<file path="config.mk">
export PLATFORM = sky130hd
export DESIGN_NAME = first_fit_block_allocator
export DESIGN_NICKNAME = d
export VERILOG_FILES = /design/src/ffba_pkg.sv /design/src/ffba_ram.sv /design/src/first_fit_block_allocator.sv
export SDC_FILE = /design/constraint.sdc
export NUM_CORES = 2
export LEC_CHECK = 0
export ABC_AREA = 1
export BUFFER_PORTS_ARGS = -buffer_cell sky130_fd_sc_hd__buf_2
export CORE_UTILIZATION = 36
export CTS_BUF_LIST = sky130_fd_sc_hd__clkbuf_16
export CTS_CLUSTER_DIAMETER = 30
export CTS_CLUSTER_SIZE = 40
export DETAILED_ROUTE_END_ITERATION = 10
export PLACE_DENSITY_LB_ADDON = 0.3
export RECOVER_POWER = 100
export SYNTH_ARGS = -nofsm -noshare
export SYNTH_HDL_FRONTEND = slang
export SYNTH_SLANG_ARGS = --single-unit
</file>
<file path="constraint.sdc">
create_clock -name clk -period 8.7 [get_ports clk]
set_clock_uncertainty 0.1 [all_clocks]
set_input_delay 1.305 -clock clk [delete_from_list [all_inputs] [get_ports clk]]
set_output_delay 1.305 -clock clk [all_outputs]
set_load 0.01 [all_outputs]
</file>
<file path="src/ffba_pkg.sv">
package ffba_pkg;

  // Table geometry
  localparam int TABLE_ENTRIES = 16;
  localparam int IDX_W = (TABLE_ENTRIES > 1) ? $clog2(TABLE_ENTRIES) : 1;
  localparam int CNT_W = $clog2(TABLE_ENTRIES + 1);
  localparam int ENT_W = 64;

  // Configuration port
  localparam int CFG_AW = 4;
  localparam logic [1:0] REG_HEAP_BASE = 2'd0;
  localparam logic [1:0] REG_HEAP_LIMIT = 2'd1;
  localparam logic [1:0] REG_HEADER_BYTES = 2'd2;

  localparam logic [31:0] HEAP_BASE_RST = 32'd4096;
  localparam logic [31:0] HEAP_LIMIT_RST = 32'd65536;
  localparam logic [7:0] HEADER_BYTES_RST = 8'd32;

  localparam logic FUNC_ALLOC = 1'b0;
  localparam logic FUNC_RELEASE = 1'b1;

  typedef enum logic [2:0] {
    ST_OK = 3'd0,
    ST_ZERO = 3'd1,
    ST_EXHAUSTED = 3'd2,
    ST_FULL = 3'd3,
    ST_UNKNOWN = 3'd4
  } status_t;

  typedef struct packed {
    logic        func;
    logic [15:0] elem_size;
    logic [15:0] elem_count;
    logic [31:0] release_addr;
  } in_word_t;

  typedef struct packed {
    status_t     status;
    logic [31:0] data_addr;
  } out_word_t;

  // Microprogram steps
  typedef enum logic [4:0] {
    S_WAIT,
    S_MUL,
    S_ZCHK,
    S_ASCAN,
    S_ADEC,
    S_FCHK,
    S_ECHK,
    S_NEW,
    S_REUSE,
    S_ZERO,
    S_FULL,
    S_EXH,
    S_RNULL,
    S_RSCAN,
    S_RDEC,
    S_RFREE,
    S_UNK,
    S_ROK
  } ustep_t;

  // Datapath actions
  typedef enum logic [3:0] {
    A_NONE,
    A_TAKE,
    A_MUL,
    A_SCAN,
    A_RES_ZERO,
    A_RES_FULL,
    A_RES_EXH,
    A_RES_UNK,
    A_RES_OK,
    A_REUSE,
    A_NEW,
    A_RFREE
  } action_t;

  // Branch conditions
  typedef enum logic [3:0] {
    C_IN_IDLE,
    C_RELEASE,
    C_REQ_ZERO,
    C_ACONT,
    C_AHIT,
    C_FULL,
    C_EXHAUST,
    C_ADDR_NULL,
    C_RCONT,
    C_RHIT,
    C_OUT_BUSY
  } cond_t;

  // One control word: action, branch condition, target when true, next when false
  typedef struct packed {
    action_t act;
    cond_t   cond;
    ustep_t  jt;
    ustep_t  nx;
  } ucode_t;

  // Control store
  function automatic ucode_t ucode_rom(input ustep_t s);
    ucode_t w;
    case (s)
      S_WAIT:  w = '{A_TAKE,     C_IN_IDLE,   S_WAIT,  S_MUL};
      S_MUL:   w = '{A_MUL,      C_RELEASE,   S_RNULL, S_ZCHK};
      S_ZCHK:  w = '{A_NONE,     C_REQ_ZERO,  S_ZERO,  S_ASCAN};
      S_ASCAN: w = '{A_SCAN,     C_ACONT,     S_ASCAN, S_ADEC};
      S_ADEC:  w = '{A_NONE,     C_AHIT,      S_REUSE, S_FCHK};
      S_FCHK:  w = '{A_NONE,     C_FULL,      S_FULL,  S_ECHK};
      S_ECHK:  w = '{A_NONE,     C_EXHAUST,   S_EXH,   S_NEW};
      S_NEW:   w = '{A_NEW,      C_OUT_BUSY,  S_NEW,   S_WAIT};
      S_REUSE: w = '{A_REUSE,    C_OUT_BUSY,  S_REUSE, S_WAIT};
      S_ZERO:  w = '{A_RES_ZERO, C_OUT_BUSY,  S_ZERO,  S_WAIT};
      S_FULL:  w = '{A_RES_FULL, C_OUT_BUSY,  S_FULL,  S_WAIT};
      S_EXH:   w = '{A_RES_EXH,  C_OUT_BUSY,  S_EXH,   S_WAIT};
      S_RNULL: w = '{A_NONE,     C_ADDR_NULL, S_ROK,   S_RSCAN};
      S_RSCAN: w = '{A_SCAN,     C_RCONT,     S_RSCAN, S_RDEC};
      S_RDEC:  w = '{A_NONE,     C_RHIT,      S_RFREE, S_UNK};
      S_RFREE: w = '{A_RFREE,    C_OUT_BUSY,  S_RFREE, S_WAIT};
      S_UNK:   w = '{A_RES_UNK,  C_OUT_BUSY,  S_UNK,   S_WAIT};
      S_ROK:   w = '{A_RES_OK,   C_OUT_BUSY,  S_ROK,   S_WAIT};
      default: w = '{A_NONE,     C_IN_IDLE,   S_WAIT,  S_WAIT};
    endcase
    return w;
  endfunction

endpackage

</file>
<file path="src/ffba_ram.sv">
module ffba_ram #(
  parameter int WIDTH = 64,
  parameter int DEPTH = 16
) (
  input  logic                                          clk,
  input  logic                                          we,
  input  logic [((DEPTH > 1) ? $clog2(DEPTH) : 1)-1:0] waddr,
  input  logic [WIDTH-1:0]                              wdata,
  input  logic [((DEPTH > 1) ? $clog2(DEPTH) : 1)-1:0] raddr,
  output logic [WIDTH-1:0]                              rdata
);

  logic [WIDTH-1:0] mem [DEPTH];

  // One write port, one read port with registered data.
  always_ff @(posedge clk) begin
    if (we) begin
      mem[waddr] <= wdata;
    end
    rdata <= mem[raddr];
  end

endmodule

</file>
<file path="src/first_fit_block_allocator.sv">
// A word is taken in the wait step and its size is multiplied out. An allocation then checks
// for a zero size, scans the table for a free block that fits, and checks for a full table
// and an exhausted heap before it carves a new block; a release checks for a null address
// and scans the table for a matching entry. The result is registered, and a stalled output
// holds the result step. One word at a time: the next word is accepted in the wait step.
// Reset (synchronous, rst_n low): empty table, registers at their defaults, heap top at base.
module first_fit_block_allocator (
  input  logic                     clk,
  input  logic                     rst_n,
  input  logic                     in_valid,
  output logic                     in_stall,
  input  ffba_pkg::in_word_t       in_word,
  output logic                     out_valid,
  input  logic                     out_stall,
  output ffba_pkg::out_word_t      out_word,
  input  logic                     psel,
  input  logic                     penable,
  input  logic                     pwrite,
  input  logic [ffba_pkg::CFG_AW-1:0] paddr,
  input  logic [31:0]              pwdata,
  output logic [31:0]              prdata,
  output logic                     pready
);

  import ffba_pkg::*;

  // Sequencer
  ustep_t upc_r, upc_nxt;
  ucode_t uw;
  logic   cond_true;

  // Configuration registers
  logic [31:0] heap_base_r, heap_base_nxt;
  logic [31:0] heap_limit_r, heap_limit_nxt;
  logic [7:0]  hdr_r, hdr_nxt;

  // Datapath state
  in_word_t              in_r, in_nxt;
  logic [31:0]           req_r, req_nxt;
  logic [CNT_W-1:0]      idx_r, idx_nxt;
  logic [CNT_W-1:0]      count_r, count_nxt;
  logic [31:0]           heap_top_r, heap_top_nxt;
  logic [TABLE_ENTRIES-1:0] in_use_r, in_use_nxt;
  logic                  out_valid_r, out_valid_nxt;
  out_word_t             out_r, out_nxt;

  // Table RAM ports
  logic             ram_we;
  logic [ENT_W-1:0] ram_wdata;
  logic [ENT_W-1:0] ram_rdata;
  logic [31:0]      ent_addr;
  logic [31:0]      ent_size;

  // Decision signals
  logic        ent_valid;
  logic        fit;
  logic        match;
  logic [32:0] new_top;
  logic [31:0] data_base;
  logic        out_busy;
  logic        cfg_wr;

  assign uw = ucode_rom(upc_r);
  assign ent_addr = ram_rdata[63:32];
  assign ent_size = ram_rdata[31:0];
  assign ent_valid = idx_r < count_r;
  assign fit = ent_valid && !in_use_r[idx_r[IDX_W-1:0]] && (ent_size >= req_r);
  assign match = ent_valid && (ent_addr == in_r.release_addr);
  assign new_top = {1'b0, heap_top_r} + {25'd0, hdr_r} + {1'b0, req_r};
  assign data_base = heap_top_r + {24'd0, hdr_r};
  assign out_busy = out_valid_r && out_stall;
  assign cfg_wr = psel && penable && pwrite;

  assign in_stall = (upc_r != S_WAIT);
  assign out_valid = out_valid_r;
  assign out_word = out_r;
  assign pready = 1'b1;

  // Branch condition of the current control word
  always_comb begin
    case (uw.cond)
      C_IN_IDLE:   cond_true = !in_valid;
      C_RELEASE:   cond_true = (in_r.func == FUNC_RELEASE);
      C_REQ_ZERO:  cond_true = (req_r == 32'd0);
      C_ACONT:     cond_true = ent_valid && !fit;
      C_AHIT:      cond_true = fit;
      C_FULL:      cond_true = (count_r == CNT_W'(TABLE_ENTRIES));
      C_EXHAUST:   cond_true = (new_top > {1'b0, heap_limit_r});
      C_ADDR_NULL: cond_true = (in_r.release_addr == 32'd0);
      C_RCONT:     cond_true = ent_valid && !match;
      C_RHIT:      cond_true = match;
      C_OUT_BUSY:  cond_true = out_busy;
      default:     cond_true = 1'b0;
    endcase
  end

  // Next step
  always_comb begin
    upc_nxt = cond_true ? uw.jt : uw.nx;
  end

  // Datapath driven by the control word
  always_comb begin
    in_nxt = in_r;
    req_nxt = req_r;
    idx_nxt = idx_r;
    count_nxt = count_r;
    heap_top_nxt = heap_top_r;
    in_use_nxt = in_use_r;
    out_nxt = out_r;
    out_valid_nxt = out_valid_r && out_stall;
    ram_we = 1'b0;
    ram_wdata = {data_base, req_r};
    heap_base_nxt = heap_base_r;
    heap_limit_nxt = heap_limit_r;
    hdr_nxt = hdr_r;

    case (uw.act)
      A_TAKE: begin
        if (in_valid) begin
          in_nxt = in_word;
        end
      end
      A_MUL: begin
        req_nxt = {16'd0, in_r.elem_size} * {16'd0, in_r.elem_count};
        idx_nxt = '0;
      end
      A_SCAN: begin
        if (cond_true) begin
          idx_nxt = idx_r + CNT_W'(1);
        end
      end
      A_NEW: begin
        if (!out_busy) begin
          ram_we = 1'b1;
          in_use_nxt[count_r[IDX_W-1:0]] = 1'b1;
          count_nxt = count_r + CNT_W'(1);
          heap_top_nxt = new_top[31:0];
          out_nxt = '{ST_OK, data_base};
          out_valid_nxt = 1'b1;
        end
      end
      A_REUSE: begin
        if (!out_busy) begin
          in_use_nxt[idx_r[IDX_W-1:0]] = 1'b1;
          out_nxt = '{ST_OK, ent_addr};
          out_valid_nxt = 1'b1;
        end
      end
      A_RFREE: begin
        if (!out_busy) begin
          in_use_nxt[idx_r[IDX_W-1:0]] = 1'b0;
          out_nxt = '{ST_OK, 32'd0};
          out_valid_nxt = 1'b1;
        end
      end
      A_RES_ZERO, A_RES_FULL, A_RES_EXH, A_RES_UNK, A_RES_OK: begin
        if (!out_busy) begin
          case (uw.act)
            A_RES_ZERO: out_nxt = '{ST_ZERO, 32'd0};
            A_RES_FULL: out_nxt = '{ST_FULL, 32'd0};
            A_RES_EXH:  out_nxt = '{ST_EXHAUSTED, 32'd0};
            A_RES_UNK:  out_nxt = '{ST_UNKNOWN, 32'd0};
            default:    out_nxt = '{ST_OK, 32'd0};
          endcase
          out_valid_nxt = 1'b1;
        end
      end
      default: begin
      end
    endcase

    // The user must write configuration registers only while the block is idle; the block does not enforce this.
    if (cfg_wr) begin
      case (paddr[3:2])
        REG_HEAP_BASE: begin
          heap_base_nxt = pwdata;
          if (count_r == '0) begin
            heap_top_nxt = pwdata;
          end
        end
        REG_HEAP_LIMIT:   heap_limit_nxt = pwdata;
        REG_HEADER_BYTES: hdr_nxt = pwdata[7:0];
        default: begin
        end
      endcase
    end
  end

  // Register read-back
  always_comb begin
    case (paddr[3:2])
      REG_HEAP_BASE:    prdata = heap_base_r;
      REG_HEAP_LIMIT:   prdata = heap_limit_r;
      REG_HEADER_BYTES: prdata = {24'd0, hdr_r};
      default:          prdata = 32'd0;
    endcase
  end

  // Control state with reset
  always_ff @(posedge clk) begin
    if (!rst_n) begin
      upc_r <= S_WAIT;
      idx_r <= '0;
      count_r <= '0;
      in_use_r <= '0;
      out_valid_r <= 1'b0;
      heap_base_r <= HEAP_BASE_RST;
      heap_limit_r <= HEAP_LIMIT_RST;
      hdr_r <= HEADER_BYTES_RST;
      heap_top_r <= HEAP_BASE_RST;
    end else begin
      upc_r <= upc_nxt;
      idx_r <= idx_nxt;
      count_r <= count_nxt;
      in_use_r <= in_use_nxt;
      out_valid_r <= out_valid_nxt;
      heap_base_r <= heap_base_nxt;
      heap_limit_r <= heap_limit_nxt;
      hdr_r <= hdr_nxt;
      heap_top_r <= heap_top_nxt;
    end
  end

  // Payload registers
  always_ff @(posedge clk) begin
    in_r <= in_nxt;
    req_r <= req_nxt;
    out_r <= out_nxt;
  end

  // Block table: data address in the upper half, size in the lower half.
  ffba_ram #(
    .WIDTH(ENT_W),
    .DEPTH(TABLE_ENTRIES)
  ) u_table (
    .clk  (clk),
    .we   (ram_we),
    .waddr(count_r[IDX_W-1:0]),
    .wdata(ram_wdata),
    .raddr(idx_nxt[IDX_W-1:0]),
    .rdata(ram_rdata)
  );

`ifndef SYNTHESIS
  a_count_bound: assert property (@(posedge clk) disable iff (!rst_n)
    count_r <= CNT_W'(TABLE_ENTRIES))
    else $error("block count beyond table size");

  a_idx_bound: assert property (@(posedge clk) disable iff (!rst_n)
    idx_r <= count_r)
    else $error("scan index beyond block count");

  a_accept_mul: assert property (@(posedge clk) disable iff (!rst_n)
    (in_valid && !in_stall) |=> (upc_r == S_MUL))
    else $error("accepted word did not enter the multiply step");

  a_new_count: assert property (@(posedge clk) disable iff (!rst_n)
    (upc_r == S_NEW && !out_busy) |=> (count_r == $past(count_r) + CNT_W'(1)))
    else $error("new block did not advance the block count");
`endif

endmodule
</file>
==> metrics.md <==
| Metric | Value |
|---|---|
| Combinational family with the most area after synthesis | `simple AND/OR/NAND/NOR gates` |
| Synth area leader | `edfxtp_1` |
| Drt total wl | `202,000 µm` |
| Slew Limit Fails | `1,281` |
| Final period utilization | `roughly 94%` |
| Synth Area in Compound Gates | `approximately 4.7%` |
| Layout cells sized above 1 | `9.21%` |
| Reg power frac | `23.6%` |
| Initial antenna violation count | `3` |
| Setup crit start kind | `flop` |
| Unrepaired setup endpoints after global routing | `no` |
| Distinct cell type count after synthesis | `57` |
| Simple-Gate Fraction of Synth Area | `about a fifth` |
| FF+latch count, synth | `approximately 1,400` |
| Setup bufs post-CTS | `0` |
| Clock-pin slew on the worst setup and hold paths | `around 50 ps` |
| Total track usage | `20.7%` |
| Crit path launch | `uw[16]` |
| Worst path arrival time | `between 8000 and 9000 ps` |
| Slew @ Worst Pin | `~4000 ps` |
| Synthesized area per cell | `10.3 µm²` |
| # fillers | `17,700` |
| Final #Nets | `7,472` |
| Hold path start | `heap_base_r[14]` |
| Final TNS setup | `0 ps` |
| Rows | `160` |
| Top cell type's share of synthesized area | `50.5%` |
| Avg WL per Cell | `20.9 µm` |
| IO buf count | `around 170` |
| Sequential area share after synthesis | `56.9%` |
| Mux cell area share after synthesis | `0%` |
| Synth Cell Area | `between 60,000 and 70,000 µm²` |
| Sw Share | `41.1%` |
| Worst rel slew slack | `-161%` |
| Fin cells | `9,643` |
| # clock sinks | `1,374` |
| Full die area | `193,000 µm²` |
| Req. time, crit path | `9090 ps` |
| Hold WS | `approximately 350 ps` |
| # DRC | `2` |
| Final ANT Viol Nets | `0` |
| Clk pwr share | `26.8%` |
| Post-CTS Hold Fix Bufs | `0` |
| H-Tree Depth | `5` |
| Drt initial violations | `4,367` |
| Most common cell after layout, fill and taps aside | `nand3_1` |
| Vias in the first global route | `50,900` |
| Endpoint class of the critical path | `flop` |
| Status | `complete, but fails checks` |
| Power per cell area | `501 nW/µm²` |
| First drt pass iteration count | `9` |
| Post-Place Cells | `between 9,000 and 10,000` |
| Clk_lat worst skew | `940 ps` |
| Vias per Instance | `5.26` |
| Failing checks | `DRC, capacitance limit, slew limit` |
| Peak Freq | `roughly 0.12 GHz` |
| Synth area leaders | `edfxtp_1 51%, nand3_1 10%, nand2_1 7.7%` |
| IO Count | `178` |
| Post-CTS Resized | `0` |
| Hpwl dp | `117,000 µm` |
| Die X | `439 µm` |
| First-pass GRT wire length | `307,000 µm` |
| Xor/xnor share of the synthesized area | `1.34%` |
| Tmin final | `8170 ps` |
| Finish-stage setup viols | `0` |
| P_leak | `0.0332 µW` |
| Longest Clk Path Bufs | `4` |
| Pin count of the biggest net entering global routing | `143` |
| Sw Pwr | `16,800 µW` |
| CTS tree | `yes` |
| WS Path Type | `reg2reg` |
| CTS Root Cell | `clkbuf_16` |
| Initial Utilization | `36.2%` |
| Global route overflow | `0` |
| Max cap viols | `35` |
| Synth Instances | `about 6,700` |
| Hold crit path type | `reg2reg` |
| Vias | `50,800` |
| Int Pwr | `~24,000 µW` |
| Die Y | `roughly 440 µm` |
| CP Max Fanout | `48` |
| Comb power frac | `49.7%` |
| IR drop worst, VDD | `1.18 mV` |
| GP Congestion | `0.908` |
| Synth Area in Adders | `a little over a tenth` |
| Syn nets | `between 7,000 and 8,000` |
| Syn. warnings | `0` |
| Cts bufs inserted | `294` |
| Final Core Density | `43.0%` |
| Core footprint | `about 190,000 µm²` |
| Final hold violations | `0` |
| RR Startpoint | `uw[16]` |
| Layout area overhead | `18.9%` |
| Most frequent cells in the layout | `1,406 x nand3_1, 1,402 x nand2_1, 1,156 x edfxtp_1` |
-- path summary, 6_finish.rpt --
path,endpoint,slack [ps],cells after the start
worst min register to register,heap_base_r[14],350,2
worst max register to register,u_table.mem[9][22],530,12
worst min-delay path,heap_base_r[14],350,2
worst max-delay path,u_table.mem[9][22],530,12
-- kinds of logic (layout without fill, tap and decap cells) --
logic type	count (synthesis)	count (layout)
adders and majority gates	457	457
AOI/OAI and AO/OA	559	559
other	1	3
DFF	1374	1374
and+or+nand+nor	3045	3045
buffers and inverters	1152	1590
xor gates and xnor gates	104	104
-- worst max-delay path, stage by stage, from the launching register on --
cell,delay [ps]
dfxtp_1,320
inv_1,80
ha_1,290
inv_1,120
nor2_1,120
inv_1,60
nor2_2,70
clkbuf_1,1260
inv_1,350
clkbuf_1,980
nor3_2,340
clkbuf_1,2780
buf_4,880
-- registers in the layout (all words and copies together) (netlist names), 16 cells and up --
register / count
in_use_r: 16
heap_base_r: 32
u_table.mem: 1024
in_r: 65
uw: 18
heap_limit_r: 32
out_word: 35
heap_top_r: 32
u_table.rdata: 64
req_r: 32
-- layer usage --
| layer | vias to the layer above | global-route usage, % | share of wire [%] |
|---|---|---|---|
| met2 | 2085 | 33.8 | 47 |
| met3 | 428 | 3.81 | 8.2 |
| met4 | 0 | 8.11 | 3.8 |
| li1 | 23400 | - | - |
| met5 | - | 0 | 0 |
| met1 | 24900 | 27.3 | 41 |
-- through the flow --
| stage | worst slack [ps] | cell area, µm² | power [µW] |
|---|---|---|---|
| 6_report | 532 | 81700 | 40900 |
| 3_5_place_dp | 854 | 72500 | 30300 |
| 2_1_floorplan | 1170 | 68700 | 24700 |
| 4_1_cts | 796 | 82300 | 41400 |
| 5_1_grt | 143 | 81700 | 44500 |
| 3_3_place_gp | 866 | 72500 | 30000 |
-- cell usage after synthesis (all sizes together) --
cell type,number
fa,204
nor4b,1
inv,742
nor3,41
nor2,128
xnor2,36
or2,9
nand3b,1
a22oi,1
a21boi,5
a221oi,35
buf,261
o2111ai,1
edfxtp,1156
clkdlybuf4s50,1
dfxtp,218
nand4,24
or4,1
clkbuf,146
o31ai,6
o221ai,2
o211ai,29
o22ai,22
o21bai,6
and2,3
xor2,68
conb,1
ha,253
a211oi,7
nor4,18
a311oi,1
o21a,5
a22o,19
o21ai,180
clkinv,2
a21oi,236
nand2,1411
nand3,1408
a31oi,3
a21o,1
-- final cells by class --
class | count | area (µm²) | area share, %
diodes | 2 | 5.00 | 0.00613
clock buffers | 300 | 7510 | 9.19
clock inverters | 219 | 2250 | 2.75
inverters | 744 | 2800 | 3.43
multi-input cells | 4166 | 25000 | 30.6
flip-flops and latches | 1374 | 39100 | 47.8
well taps | 2511 | 3140 | 3.85
repair buffers | 327 | 1940 | 2.38
-- power by group through the flow --
| stage | clock (µW) | sequential (µW) | combinational [µW] |
|---|---|---|---|
| after floorplan | 0 | 9580 | 15200 |
| after global placement | 0 | 9700 | 20300 |
| after detailed placement | 0 | 9710 | 20600 |
| after CTS | 11100 | 9600 | 20700 |
| after global routing | 11400 | 9680 | 23400 |
| final | 11000 | 9650 | 20300 |
Power figures use the tool's default switching activity.
